--- src/hw/rtl/ctc_pkg.sv ---
package ctc_pkg;

    // Button codes carried with a press
    localparam logic [1:0] BTN_OK    = 2'd0;
    localparam logic [1:0] BTN_UP    = 2'd1;
    localparam logic [1:0] BTN_DOWN  = 2'd2;

    // Event kinds
    localparam logic OP_PRESS = 1'b0;
    localparam logic OP_TICK  = 1'b1;

    // Sound requests
    localparam logic [1:0] SND_NONE  = 2'd0;
    localparam logic [1:0] SND_BEEP  = 2'd1;
    localparam logic [1:0] SND_ALARM = 2'd2;

    // Mode codes reported on the result
    localparam logic [1:0] MODE_CODE_IDLE = 2'd0;
    localparam logic [1:0] MODE_CODE_SET  = 2'd1;
    localparam logic [1:0] MODE_CODE_HEAT = 2'd2;

    // Digit selection
    localparam logic DIGIT_ONES = 1'b0;
    localparam logic DIGIT_TENS = 1'b1;

    localparam logic [3:0] DIGIT_MAX  = 4'd9;
    localparam logic [3:0] HOLD_RESET = 4'd5;

    typedef enum logic [2:0] {
        MODE_IDLE = 3'b001,
        MODE_SET  = 3'b010,
        MODE_HEAT = 3'b100
    } mode_t;

    typedef struct packed {
        logic       operation;
        logic [1:0] button;
    } event_t;

    typedef struct packed {
        logic       heater_drive;
        logic [1:0] sound;
        logic [3:0] shown_ones;
        logic [3:0] shown_tens;
        logic       blink_ones;
        logic       blink_tens;
        logic [1:0] mode_now;
    } status_t;

endpackage

--- src/hw/rtl/ctc_stream_if.sv ---
interface ctc_stream_if #(
    parameter type payload_t = logic
);
    logic     valid;
    logic     ready;
    payload_t payload;

    modport source (output valid, output payload, input ready);
    modport sink   (input valid, input payload, output ready);
endinterface

--- src/hw/rtl/cooking_timer_controller_core.sv ---
// Latency: a result appears in the cycle after its request is accepted.
// Throughput: one request per cycle while status.ready is high; the state
// update is a single pass of logic between the state and result registers.
// A new request is accepted in the same cycle that a waiting result is taken.
// Reset (rst_n low, asynchronous): idle mode, target and countdown 00,
// alarm hold 5 ticks, no result pending.
module cooking_timer_controller_core
    import ctc_pkg::*;
(
    input  logic                clk,
    input  logic                rst_n,
    ctc_stream_if.sink          events,
    ctc_stream_if.source        status,
    input  logic                cfg_we,
    input  logic [3:0]          cfg_wdata
);

    mode_t       mode_reg, mode_next;
    logic        edit_reg, edit_next;
    logic [3:0]  tgt_ones_reg, tgt_ones_next;
    logic [3:0]  tgt_tens_reg, tgt_tens_next;
    logic [3:0]  rem_ones_reg, rem_ones_next;
    logic [3:0]  rem_tens_reg, rem_tens_next;
    logic        timed_out_reg, timed_out_next;
    logic [3:0]  hold_reg, hold_next;
    logic [3:0]  alarm_hold_reg;
    logic        out_valid_reg;
    status_t     out_reg, out_next;
    logic [1:0]  snd_next;
    logic        accept;
    event_t      ev;

    assign ev            = events.payload;
    assign events.ready  = !out_valid_reg || status.ready;
    assign accept        = events.valid && events.ready;
    assign status.valid  = out_valid_reg;
    assign status.payload = out_reg;

    // Compute the state update and the result for one request
    always_comb
    begin
        logic [3:0] sel;
        logic [3:0] ro;
        logic [3:0] rt;
        logic [4:0] hold_inc;

        mode_next      = mode_reg;
        edit_next      = edit_reg;
        tgt_ones_next  = tgt_ones_reg;
        tgt_tens_next  = tgt_tens_reg;
        rem_ones_next  = rem_ones_reg;
        rem_tens_next  = rem_tens_reg;
        timed_out_next = timed_out_reg;
        hold_next      = hold_reg;
        snd_next       = SND_NONE;

        sel      = (edit_reg == DIGIT_TENS) ? tgt_tens_reg : tgt_ones_reg;
        ro       = rem_ones_reg;
        rt       = rem_tens_reg;
        hold_inc = {1'b0, hold_reg} + 5'd1;

        if (ev.operation == OP_TICK)
        begin
            // Count down, then hold the blinking 00
            if (mode_reg == MODE_HEAT)
            begin
                if (!timed_out_reg)
                begin
                    if (ro != 4'd0)
                    begin
                        ro = ro - 4'd1;
                    end
                    else if (rt != 4'd0)
                    begin
                        rt = rt - 4'd1;
                        ro = DIGIT_MAX;
                    end
                    rem_ones_next = ro;
                    rem_tens_next = rt;
                    if (ro == 4'd0 && rt == 4'd0)
                    begin
                        timed_out_next = 1'b1;
                        hold_next      = 4'd0;
                        snd_next       = SND_ALARM;
                    end
                end
                else if (hold_inc >= {1'b0, alarm_hold_reg})
                begin
                    mode_next      = MODE_IDLE;
                    timed_out_next = 1'b0;
                    hold_next      = 4'd0;
                end
                else
                begin
                    hold_next = hold_inc[3:0];
                end
            end
        end
        else
        begin
            case (mode_reg)
                MODE_IDLE:
                begin
                    if (ev.button == BTN_OK)
                    begin
                        mode_next = MODE_SET;
                        edit_next = DIGIT_ONES;
                        snd_next  = SND_BEEP;
                    end
                end
                MODE_SET:
                begin
                    // Edit the selected digit, clamped to 0..9
                    if (ev.button == BTN_UP || ev.button == BTN_DOWN)
                    begin
                        snd_next = SND_BEEP;
                        if (ev.button == BTN_UP && sel < DIGIT_MAX)
                        begin
                            sel = sel + 4'd1;
                        end
                        else if (ev.button == BTN_DOWN && sel != 4'd0)
                        begin
                            sel = sel - 4'd1;
                        end
                        if (edit_reg == DIGIT_TENS)
                        begin
                            tgt_tens_next = sel;
                        end
                        else
                        begin
                            tgt_ones_next = sel;
                        end
                    end
                    else if (ev.button == BTN_OK)
                    begin
                        snd_next = SND_BEEP;
                        if (edit_reg == DIGIT_ONES)
                        begin
                            edit_next = DIGIT_TENS;
                        end
                        else
                        begin
                            edit_next      = DIGIT_ONES;
                            mode_next      = MODE_HEAT;
                            rem_ones_next  = tgt_ones_reg;
                            rem_tens_next  = tgt_tens_reg;
                            timed_out_next = 1'b0;
                            hold_next      = 4'd0;
                        end
                    end
                end
                MODE_HEAT:
                begin
                    // Cancel
                    if (ev.button == BTN_OK)
                    begin
                        mode_next      = MODE_IDLE;
                        timed_out_next = 1'b0;
                        hold_next      = 4'd0;
                        snd_next       = SND_BEEP;
                    end
                end
                default:
                begin
                    mode_next = MODE_IDLE;
                end
            endcase
        end
    end

    // Build the result from the updated state
    always_comb
    begin
        out_next            = '0;
        out_next.sound      = snd_next;
        out_next.shown_ones = tgt_ones_next;
        out_next.shown_tens = tgt_tens_next;
        case (mode_next)
            MODE_HEAT:
            begin
                out_next.mode_now     = MODE_CODE_HEAT;
                out_next.shown_ones   = rem_ones_next;
                out_next.shown_tens   = rem_tens_next;
                out_next.heater_drive = !timed_out_next;
                out_next.blink_ones   = timed_out_next;
                out_next.blink_tens   = timed_out_next;
            end
            MODE_SET:
            begin
                out_next.mode_now   = MODE_CODE_SET;
                out_next.blink_ones = (edit_next == DIGIT_ONES);
                out_next.blink_tens = (edit_next == DIGIT_TENS);
            end
            default:
            begin
                out_next.mode_now = MODE_CODE_IDLE;
            end
        endcase
    end

    // Advance state on each accepted request
    always_ff @(posedge clk or negedge rst_n)
    begin
        if (!rst_n)
        begin
            mode_reg      <= MODE_IDLE;
            edit_reg      <= DIGIT_ONES;
            tgt_ones_reg  <= 4'd0;
            tgt_tens_reg  <= 4'd0;
            rem_ones_reg  <= 4'd0;
            rem_tens_reg  <= 4'd0;
            timed_out_reg <= 1'b0;
            hold_reg      <= 4'd0;
        end
        else if (accept)
        begin
            mode_reg      <= mode_next;
            edit_reg      <= edit_next;
            tgt_ones_reg  <= tgt_ones_next;
            tgt_tens_reg  <= tgt_tens_next;
            rem_ones_reg  <= rem_ones_next;
            rem_tens_reg  <= rem_tens_next;
            timed_out_reg <= timed_out_next;
            hold_reg      <= hold_next;
        end
    end

    // Hold the alarm length register
    always_ff @(posedge clk or negedge rst_n)
    begin
        if (!rst_n)
        begin
            alarm_hold_reg <= HOLD_RESET;
        end
        else if (cfg_we)
        begin
            alarm_hold_reg <= cfg_wdata;
        end
    end

    // Result valid: set on accept, drop when taken
    always_ff @(posedge clk or negedge rst_n)
    begin
        if (!rst_n)
        begin
            out_valid_reg <= 1'b0;
        end
        else if (accept)
        begin
            out_valid_reg <= 1'b1;
        end
        else if (status.ready)
        begin
            out_valid_reg <= 1'b0;
        end
    end

    // Load the result payload
    always_ff @(posedge clk)
    begin
        if (accept)
        begin
            out_reg <= out_next;
        end
    end

    // Countdown digits stay decimal
    assert property (@(posedge clk) disable iff (!rst_n)
        rem_ones_reg <= DIGIT_MAX && rem_tens_reg <= DIGIT_MAX)
        else $error("countdown digit out of range");

    // An alarm result leaves the block timed out in heat mode
    assert property (@(posedge clk) disable iff (!rst_n)
        accept && snd_next == SND_ALARM |=> timed_out_reg && mode_reg == MODE_HEAT)
        else $error("alarm without timeout state");

    // A heating result never blinks and always reports heat mode
    assert property (@(posedge clk) disable iff (!rst_n)
        out_valid_reg && out_reg.heater_drive |->
            out_reg.mode_now == MODE_CODE_HEAT && !out_reg.blink_ones && !out_reg.blink_tens)
        else $error("heater result inconsistent");

    // Timed-out state only exists while heating
    assert property (@(posedge clk) disable iff (!rst_n)
        timed_out_reg |-> mode_reg == MODE_HEAT && rem_ones_reg == 4'd0 && rem_tens_reg == 4'd0)
        else $error("timeout outside heat mode");

endmodule

--- src/flat_wrapper.sv ---
// flat-port wrapper written by rule: the top's interface ports become plain ports
module cooking_timer_controller_core_flat import ctc_pkg::*;
  (clk, rst_n, cfg_we, cfg_wdata, events_valid, events_payload, events_ready, status_valid, status_payload, status_ready);
  ctc_stream_if #(.payload_t(event_t)) events_i ();
  ctc_stream_if #(.payload_t(status_t)) status_i ();
  input  logic clk;
  input  logic rst_n;
  input  logic cfg_we;
  input  logic [3:0] cfg_wdata;
  input wire logic [$bits(events_i.valid)-1:0] events_valid;
  input wire logic [$bits(events_i.payload)-1:0] events_payload;
  output wire logic [$bits(events_i.ready)-1:0] events_ready;
  output wire logic [$bits(status_i.valid)-1:0] status_valid;
  output wire logic [$bits(status_i.payload)-1:0] status_payload;
  input wire logic [$bits(status_i.ready)-1:0] status_ready;
  assign events_i.valid = events_valid;
  assign events_i.payload = events_payload;
  assign events_ready = events_i.ready;
  assign status_valid = status_i.valid;
  assign status_payload = status_i.payload;
  assign status_i.ready = status_ready;
  cooking_timer_controller_core u_core (.clk(clk), .rst_n(rst_n), .events(events_i), .status(status_i), .cfg_we(cfg_we), .cfg_wdata(cfg_wdata));
endmodule
--- config.mk ---
export PLATFORM = sky130hd
export DESIGN_NAME = cooking_timer_controller_core_flat
export DESIGN_NICKNAME = d
export VERILOG_FILES = /design/src/hw/rtl/ctc_pkg.sv /design/src/hw/rtl/ctc_stream_if.sv /design/src/hw/rtl/cooking_timer_controller_core.sv /design/src/flat_wrapper.sv
export SDC_FILE = /design/constraint.sdc
export NUM_CORES = 1
export LEC_CHECK = 0
export BUFFER_PORTS_ARGS = -buffer_cell sky130_fd_sc_hd__clkbuf_2
export CAP_MARGIN = 20
export CORE_MARGIN = 5
export CORE_UTILIZATION = 35
export CTS_BUF_LIST = sky130_fd_sc_hd__clkbuf_16
export DETAILED_ROUTE_END_ITERATION = 8
export HOLD_SLACK_MARGIN = 0.05
export PLACE_DENSITY = 0.57
export SYNTH_ARGS = -nofsm -noshare
export SYNTH_HDL_FRONTEND = slang
export SYNTH_SLANG_ARGS = --single-unit
--- constraint.sdc ---
create_clock -name clk -period 2.95 [get_ports clk]
set_clock_uncertainty 0.1 [all_clocks]
set_input_delay 0.295 -clock clk [delete_from_list [all_inputs] [get_ports clk]]
set_output_delay 0.295 -clock clk [all_outputs]
set_load 0.02 [all_outputs]
**After elaboration in Yosys (flattened, before gate mapping)**

Index checks and enable logic that the tools add are counted.

- Register bits: 45
- Latch bits: 0
- RAM bits: 0
- Memory bits (read-only): 0
- Input bits: 12
- Output and inout port bits: 17
- Logic and storage cells: 139
- Memories: 0

- $add $sub $neg: 5
- Multiply operators: 0
- Divide/modulo/power cells: 0
- Magnitude comparators: 2
- Equality and inequality tests: 13
- Shifts and indexed selects: 0
- Muxes and demuxes: 83
- Bitwise gates (word level): 1
- Reductions and logical operators: 18

Operators with widths:

| operator | count |
|---|---|
| two-way mux 4 bit | 44 |
| two-way mux 3 bit | 9 |
| two-way mux 1 bit | 18 |
| case mux 2 bit (2 select lines) | 3 |
| nonzero test 4 bit | 3 |
| subtractor 4 x 1 -> 4 bit (second input constant) | 3 |
| case mux 3 bit (3 select lines) | 1 |
| logical NOT 4 bit | 2 |
| two-way mux 2 bit | 4 |
| two-way mux 8 bit | 1 |
| case mux 4 bit (2 select lines) | 1 |
| AND reduction 8 bit | 1 |
| == test 3 x 2 -> 1 bit (second input constant) | 2 |
| == test 3 bit (second input constant) | 2 |
| != test 3 x 2 -> 1 bit (second input constant) | 2 |
| != test 3 bit (second input constant) | 2 |
| adder 4 x 1 -> 5 bit (second input constant) | 1 |
| greater-or-equal comparator 5 x 4 -> 1 bit | 1 |
| adder 4 x 1 -> 4 bit (second input constant) | 1 |
| logical AND 1 bit | 4 |
| < comparator 4 bit (second input constant) | 1 |
| case mux 1 bit (2 select lines) | 2 |
| nonzero test 2 bit | 2 |
| == test 3 x 1 -> 1 bit (second input constant) | 1 |
| other kinds (9) | 11 |

**Logic depth before layout (Yosys ltp)**

Gate-level depths: netlist of the first run.

- Depth after elaboration: 13
- Depth in mapped cells: 11
- Depth with buffers taken out: 9

**Worst setup path after synthesis of the first run**

No wires, ideal clock.

- Path type: register -> register
- Start: register u_core.edit_reg
- End: register u_core.out_reg (netlist bit u_core.status.payload[5]), data pin
- Setup time: 0.262 ns
- Arrival: 2.514 ns
- Required time: 2.588 ns
- Setup slack: 0.074 ns
- Stages on the path, launching flop included: 11
- Path buffers: 2
- Period minus slack after synthesis: 2.876 ns
- Cell sequence: dfrtp_1 > buf_2 > buf_6 > mux2i_1 > ha_1 > nor4bb_1 > nor3b_1 > o221a_1 > a21o_1 > mux2_2 > mux2_1

RTL lines:

| item | RTL line | text |
|---|---|---|
| start: declaration | cooking_timer_controller_core.sv:19 | `logic edit_reg, edit_next;` |
| start signal: assignment | cooking_timer_controller_core.sv:218 | `edit_reg <= edit_next;` |
| end signal: assignment | cooking_timer_controller_core.sv:263 | `out_reg <= out_next;` |
| end: declaration | cooking_timer_controller_core.sv:28 | `status_t out_reg, out_next;` |

==> impl_metrics.json, run 1 <==
{
  "cts_max_level": 2,
  "die_y_um": 105,
  "core_area_um2": 8720,
  "num_antenna_cells": 0,
  "design_area_um2": 3660,
  "hold_class": "in2reg",
  "post-synth-top-count-cell": "nand2_1",
  "grt_max_degree": 31,
  "row_count": 34,
  "viasPerCell": 5.34,
  "cts-root-buf": "clkbuf_16",
  "worstSetupPathType": "reg2reg",
  "placed_cell_area_um2": 3460,
  "avgSynthCellArea_um2": 9.23,
  "drtIter0Drc": 128,
  "drcViolationCount": 0,
  "final_cell_count_no_fill": 484,
  "grt_pass1_wl_um": 12800,
  "die_area_um2": 11000,
  "clk_pin_slew_ns": 0.07,
  "initial_utilization": 0.360,
  "final_nets": 401,
  "maxCapViolCount": 0,
  "crit_path_start_kind": "flop",
  "largest_reg_flops": 15,
  "synth.net_count": 366,
  "antenna_found_initial": 0,
  "cp.required_ns": 2.88,
  "cts_sinks": 45,
  "yosys.area.top_type": "dfrtp_1",
  "synth_ff_type": "dfrtp_1",
  "post_drt_wl_per_cell_um": 15.5,
  "io_buffers": 28,
  "setup_viol": 0,
  "finalCritPeriodShare": 0.953,
  "synth_cells": 340,
  "seq_area_frac_synth": 0.384,
  "dp_hpwl_um": 5480,
  "netlist_area_um2": 3140,
  "async_flop_share": 0.667,
  "ios": 29,
  "finalHoldViolations": 0,
  "synthDistinctLibCells": 68,
  "ys_seq_elements": 45,
  "grt_pass1_vias": 2557,
  "cts_setup_buffers": 0,
  "die_w_um": 105,
  "grt_usage": 0.138,
  "worstMarginPinSlew_ns": 0.806,
  "syn_to_final_growth_pct": 16.7,
  "firstDrtPassIters": 4,
  "arrival_ns": 2.75,
  "cts_tree": "done",
  "clk_latency_ns": 0.29,
  "postRouteWirelength_um": 7520,
  "crit_fanout": 5,
  "dr_total_vias": 2583,
  "fmax_ghz": 0.356,
  "gp_congestion": 0.841,
  "synthTopCellsByArea": "dfrtp_1, edfxtp_1, mux2i_1, ha_1, mux2_2",
  "peakVddDrop_v": 0.000355,
  "overflow": 0,
  "clockBufferDepth": 2,
  "layout_min_cycle_time_ns": 2.81,
  "slew_headroom": 0.462,
  "setup_tns_ns": 0,
  "synth_edf_count": 15,
  "cts_buffers": 5,
  "p_per_area_nw_per_um2": 737,
  "status": "completed",
  "p_leak_nw": 1.61,
  "drive_above_1_share": 0.245,
  "synth_warnings": 0,
  "drv_slew": 0,
  "netlist.area_leader.share": 0.215,
  "synth_top_cells_by_count": "nand2_1, dfrtp_1, o21ai_0, a21oi_1",
  "ant_nets": 0,
  "worstSetupEndpointType": "flop",
  "dp.cells": 475
}
-- layer usage --
metal  vias to the layer above  part of all wire  GRT usage
met4                         0             0.014     0.0356
li1                       1308                 -          -
met3                         8             0.030     0.0160
met1                      1224              0.49      0.192
met5                         -                 0          0
met2                        43              0.47      0.229
-- area by class of cell --
type	instances	area, µm²
Fill cell	852	5060
Timing Repair Buffer	50	308
Inverter	21	78.8
Sequential cell	45	1200
Clock buffer	5	125
Clock inverter	3	46.3
Tap cell	108	135
Multi-Input combinational cell	252	1770
-- stage by stage --
step / total power [mW] / hold slack [ns] / utilization / setup slack (ns)
global route: 2.87 / 0.113 / 0.420 / -0.0463
detailed placement: 2.04 / 0.334 / 0.397 / -0.0168
finish: 2.70 / 0.0981 / 0.420 / 0.139
floorplan: 1.72 / -0.101 / - / 0.0735
CTS: 2.70 / 0.0979 / 0.419 / 0.0475
global placement: 2.03 / 0.327 / 0.397 / 0.0569
-- logic make-up (layout without fill, tap and decap cells) --
kind of cell / count (synthesis) / count (layout) / synth area share
AND/OR/NAND/NOR: 114 / 114 / 0.191
AO/OA/AOI/OAI: 84 / 84 / 0.174
flip-flops: 45 / 45 / 0.384
buffers and inverters: 43 / 79 / 0.0594
multiplexers: 37 / 37 / 0.127
adder cells (fa/ha/maj): 14 / 14 / 0.0558
XOR/XNOR: 3 / 3 / 0.00837
-- worst max-delay path: stages, from the launching register on --
cell,delay [ns]
dfrtp_1,0.40
ha_1,0.30
ha_1,0.29
a211oi_2,0.28
o21ai_2,0.13
a21o_1,0.21
or3_4,0.43
inv_2,0.09
mux2_1,0.31
-- final timing paths --
check	from	end	slack [ns]	cells past startpoint
max in group asynchronous	rst_n	u_core.rem_tens_reg[0]	1.70	2
min	cfg_wdata[2]	u_core.alarm_hold_reg[2]	0.1	3
min reg2reg	u_core.alarm_hold_reg[2]	u_core.alarm_hold_reg[2]	0.42	2
max	u_core.hold_reg[1]	u_core.status.payload[5]	0.14	8
min in group asynchronous	rst_n	u_core.mode_reg[1]	0.52	2
max reg2reg	u_core.hold_reg[1]	u_core.status.payload[5]	0.14	8
-- power by group --
group	internal (mW)	leakage [nW]	total, mW	switching [mW]
clock	0.401	0.0800	0.648	0.247
sequential	0.790	0.527	0.924	0.134
combinational	0.505	1.00	1.13	0.623
total	1.70	1.61	2.70	1.00
-- layout by cell type (no fill, tap or decap), types with 2 or more instances in the layout --
cell / instances
o22ai_1: 2
o32a_1: 3
clkbuf_16: 5
nand2_1: 41
dfstp_2: 3
a31oi_1: 4
nor2_1: 19
dfrtp_1: 27
clkbuf_2: 28
a211oi_1: 3
nor2b_1: 2
buf_4: 21
inv_2: 2
a21oi_1: 20
nand2b_1: 8
nand3_1: 8
mux2_2: 15
xnor2_1: 2
a221oi_1: 2
a21o_1: 2
inv_1: 18
o21ba_2: 2
nor3_1: 7
edfxtp_1: 15
o31ai_1: 3
nor3b_1: 5
ha_1: 14
mux2i_1: 18
nand3b_1: 2
o32ai_1: 2
o21ai_1: 3
or4_1: 2
nor4_1: 3
o21ai_0: 22
mux2i_2: 2
a32o_1: 2
-- what timing repair did --
item                                   CTS  global route
endpoints found under the hold margin   27             0
pin swaps                                0             4
hold buffers                             1             0
resized for setup                        1             3
setup endpoints to repair                1             9
cloned                                   0             0
No activity file was read; power rests on OpenSTA's default activity.
==> run 2, diff against run 1 <==
CTS_CLUSTER_SIZE = 30   (was default)
PLACE_DENSITY = default   (was 0.57)
PLACE_DENSITY_LB_ADDON = 0.1   (was default)
==> run 2 against run 1 <==
  * The flow now finishes with violations (negative hold slack)
  * Core utilization down 0.37 points
  * First-iteration DRC count rose by 10%
  * Power down 3.9%
  * Non-clock buffer count up 1
  * Global-route usage is 0.83 points higher
  * Setup slack improved by 0.0092 ns
  * Combinational power about the same
  * Via count rose by 0.46%
  * Largest power group unchanged
==> impl_metrics.json, run 2 (synthesis results as in run 1) <==
{
  "setup_viol": 0,
  "preCtsSetupSlack_ns": 0.0340,
  "initial_utilization": 0.360,
  "viasPerCell": 5.35,
  "finalCritPeriodShare": 0.950,
  "setup_ws_ns": 0.148,
  "post_drt_wl_per_cell_um": 15.9,
  "power_mw": 2.60,
  "drcViolationCount": 0,
  "placed_cell_area_um2": 3480,
  "worstMarginPinSlew_ns": 0.833,
  "path_buf_inv": 1,
  "drv_slew": 0,
  "worstSetupEndpointType": "flop",
  "crit_path_start_kind": "flop",
  "ios": 29,
  "final_util": 0.416,
  "syn_to_final_growth_pct": 15.7,
  "slowest_stage": "or3_4",
  "overflow": 0,
  "crit_top_cell": "ha_1",
  "drive_above_1_share": 0.241,
  "drtIter0Drc": 141,
  "cts_tree": "done",
  "final_common_cell": "nand2_1",
  "row_count": 34,
  "clk_pin_slew_ns": 0.06,
  "worstSetupPathType": "reg2reg",
  "dp.cells": 477,
  "grt_usage": 0.147,
  "cp.required_ns": 2.88,
  "die_w_um": 105,
  "largest_reg_flops": 15,
  "layout_common_cells": "nand2_1, clkbuf_2, dfrtp_1, buf_4, o21ai_0",
  "num_antenna_cells": 0,
  "cts_max_level": 2,
  "io_buffers": 28,
  "status": "complete, but fails checks",
  "core_area_um2": 8720,
  "peakVddDrop_v": 0.000341,
  "holdWs_ns": -0.00354,
  "gp_congestion": 0.814,
  "grt_pass1_wl_um": 13200,
  "design_area_um2": 3630,
  "grt_max_degree": 31,
  "arrival_ns": 2.73,
  "die_y_um": 105,
  "violations": "negative hold slack",
  "path_cells": "ha_1, xor2_1, ha_1, o21ai_0, o21ai_2, a41o_1, or3_4, inv_2, mux2_1",
  "fmax_ghz": 0.357,
  "maxCapViolCount": 0,
  "hold_class": "in2async",
  "ant_nets": 0,
  "firstDrtPassIters": 4,
  "postRouteWirelength_um": 7710,
  "cts-root-buf": "clkbuf_16",
  "final_cell_count_no_fill": 485,
  "cts_sinks": 45,
  "layout_min_cycle_time_ns": 2.80,
  "die_area_um2": 11000,
  "setup_tns_ns": 0,
  "crit_fanout": 5,
  "p_per_area_nw_per_um2": 715,
  "grt_pass1_vias": 2540,
  "dp_hpwl_um": 5780,
  "p_leak_nw": 1.60,
  "finalHoldViolations": 1,
  "cts_buffers": 5,
  "dr_total_vias": 2595,
  "critPathMaxStageDelay_ns": 0.43,
  "antenna_found_initial": 0,
  "slew_headroom": 0.444,
  "final_nets": 402,
  "crit_family": "compound AO/OA/AOI/OAI gates",
  "clockBufferDepth": 2,
  "clk_latency_ns": 0.28
}
==> run 2: final timing paths <==
kind,start,endpoint,slack (ns),depth (start not counted)
setup / recovery,u_core.hold_reg[0],u_core.status.payload[5],0.15,9
hold / removal,rst_n,u_core.alarm_hold_reg[3],-0.004,1
setup reg to reg,u_core.hold_reg[0],u_core.status.payload[5],0.15,9
hold reg to reg,u_core.alarm_hold_reg[2],u_core.alarm_hold_reg[2],0.42,2
max in group asynchronous,rst_n,u_core.rem_tens_reg[3],2.22,1
min in group clk,events_valid,u_core.status.valid,0.11,2
==> run 2: what timing repair did <==
item | in CTS | in global routing
hold buffers | 0 | 0
setup endpoints to repair | 0 | 6
buffers inserted | 0 | 0
resized for setup | 0 | 3
==> run 2: per-layer routing <==
layer / global-route usage / vias up / part of all wire
li1: - / 1313 / -
met1: 0.207 / 1252 / 0.51
met2: 0.236 / 24 / 0.46
met3: 0.0234 / 6 / 0.017
met4: 0.0329 / 0 / 0.011
met5: 0 / - / 0
==> run 2: worst reg2reg max path, cell delays in order (launching register included) <==
cell	delay [ns]
dfrtp_1	0.38
ha_1	0.22
xor2_1	0.15
ha_1	0.26
o21ai_0	0.20
o21ai_2	0.13
a41o_1	0.28
or3_4	0.43
inv_2	0.09
mux2_1	0.31
==> run 2: cell type report <==
| type | instances | area, µm² |
|---|---|---|
| Multi-Input combinational cell | 252 | 1760 |
| Timing Repair Buffer | 51 | 313 |
| Clock buffer | 5 | 125 |
| Fill cell | 862 | 5090 |
| Clock inverter | 3 | 12.5 |
| Sequential cell | 45 | 1200 |
| Inverter | 21 | 78.8 |
| Tap cell | 108 | 135 |
==> run 2: where the power goes <==
group / switching (mW) / internal (mW) / leakage [nW] / total, mW
clock: 0.236 / 0.307 / 0.0687 / 0.543
combinational: 0.623 / 0.510 / 1.01 / 1.13
sequential: 0.130 / 0.790 / 0.527 / 0.921
total: 0.989 / 1.61 / 1.60 / 2.60
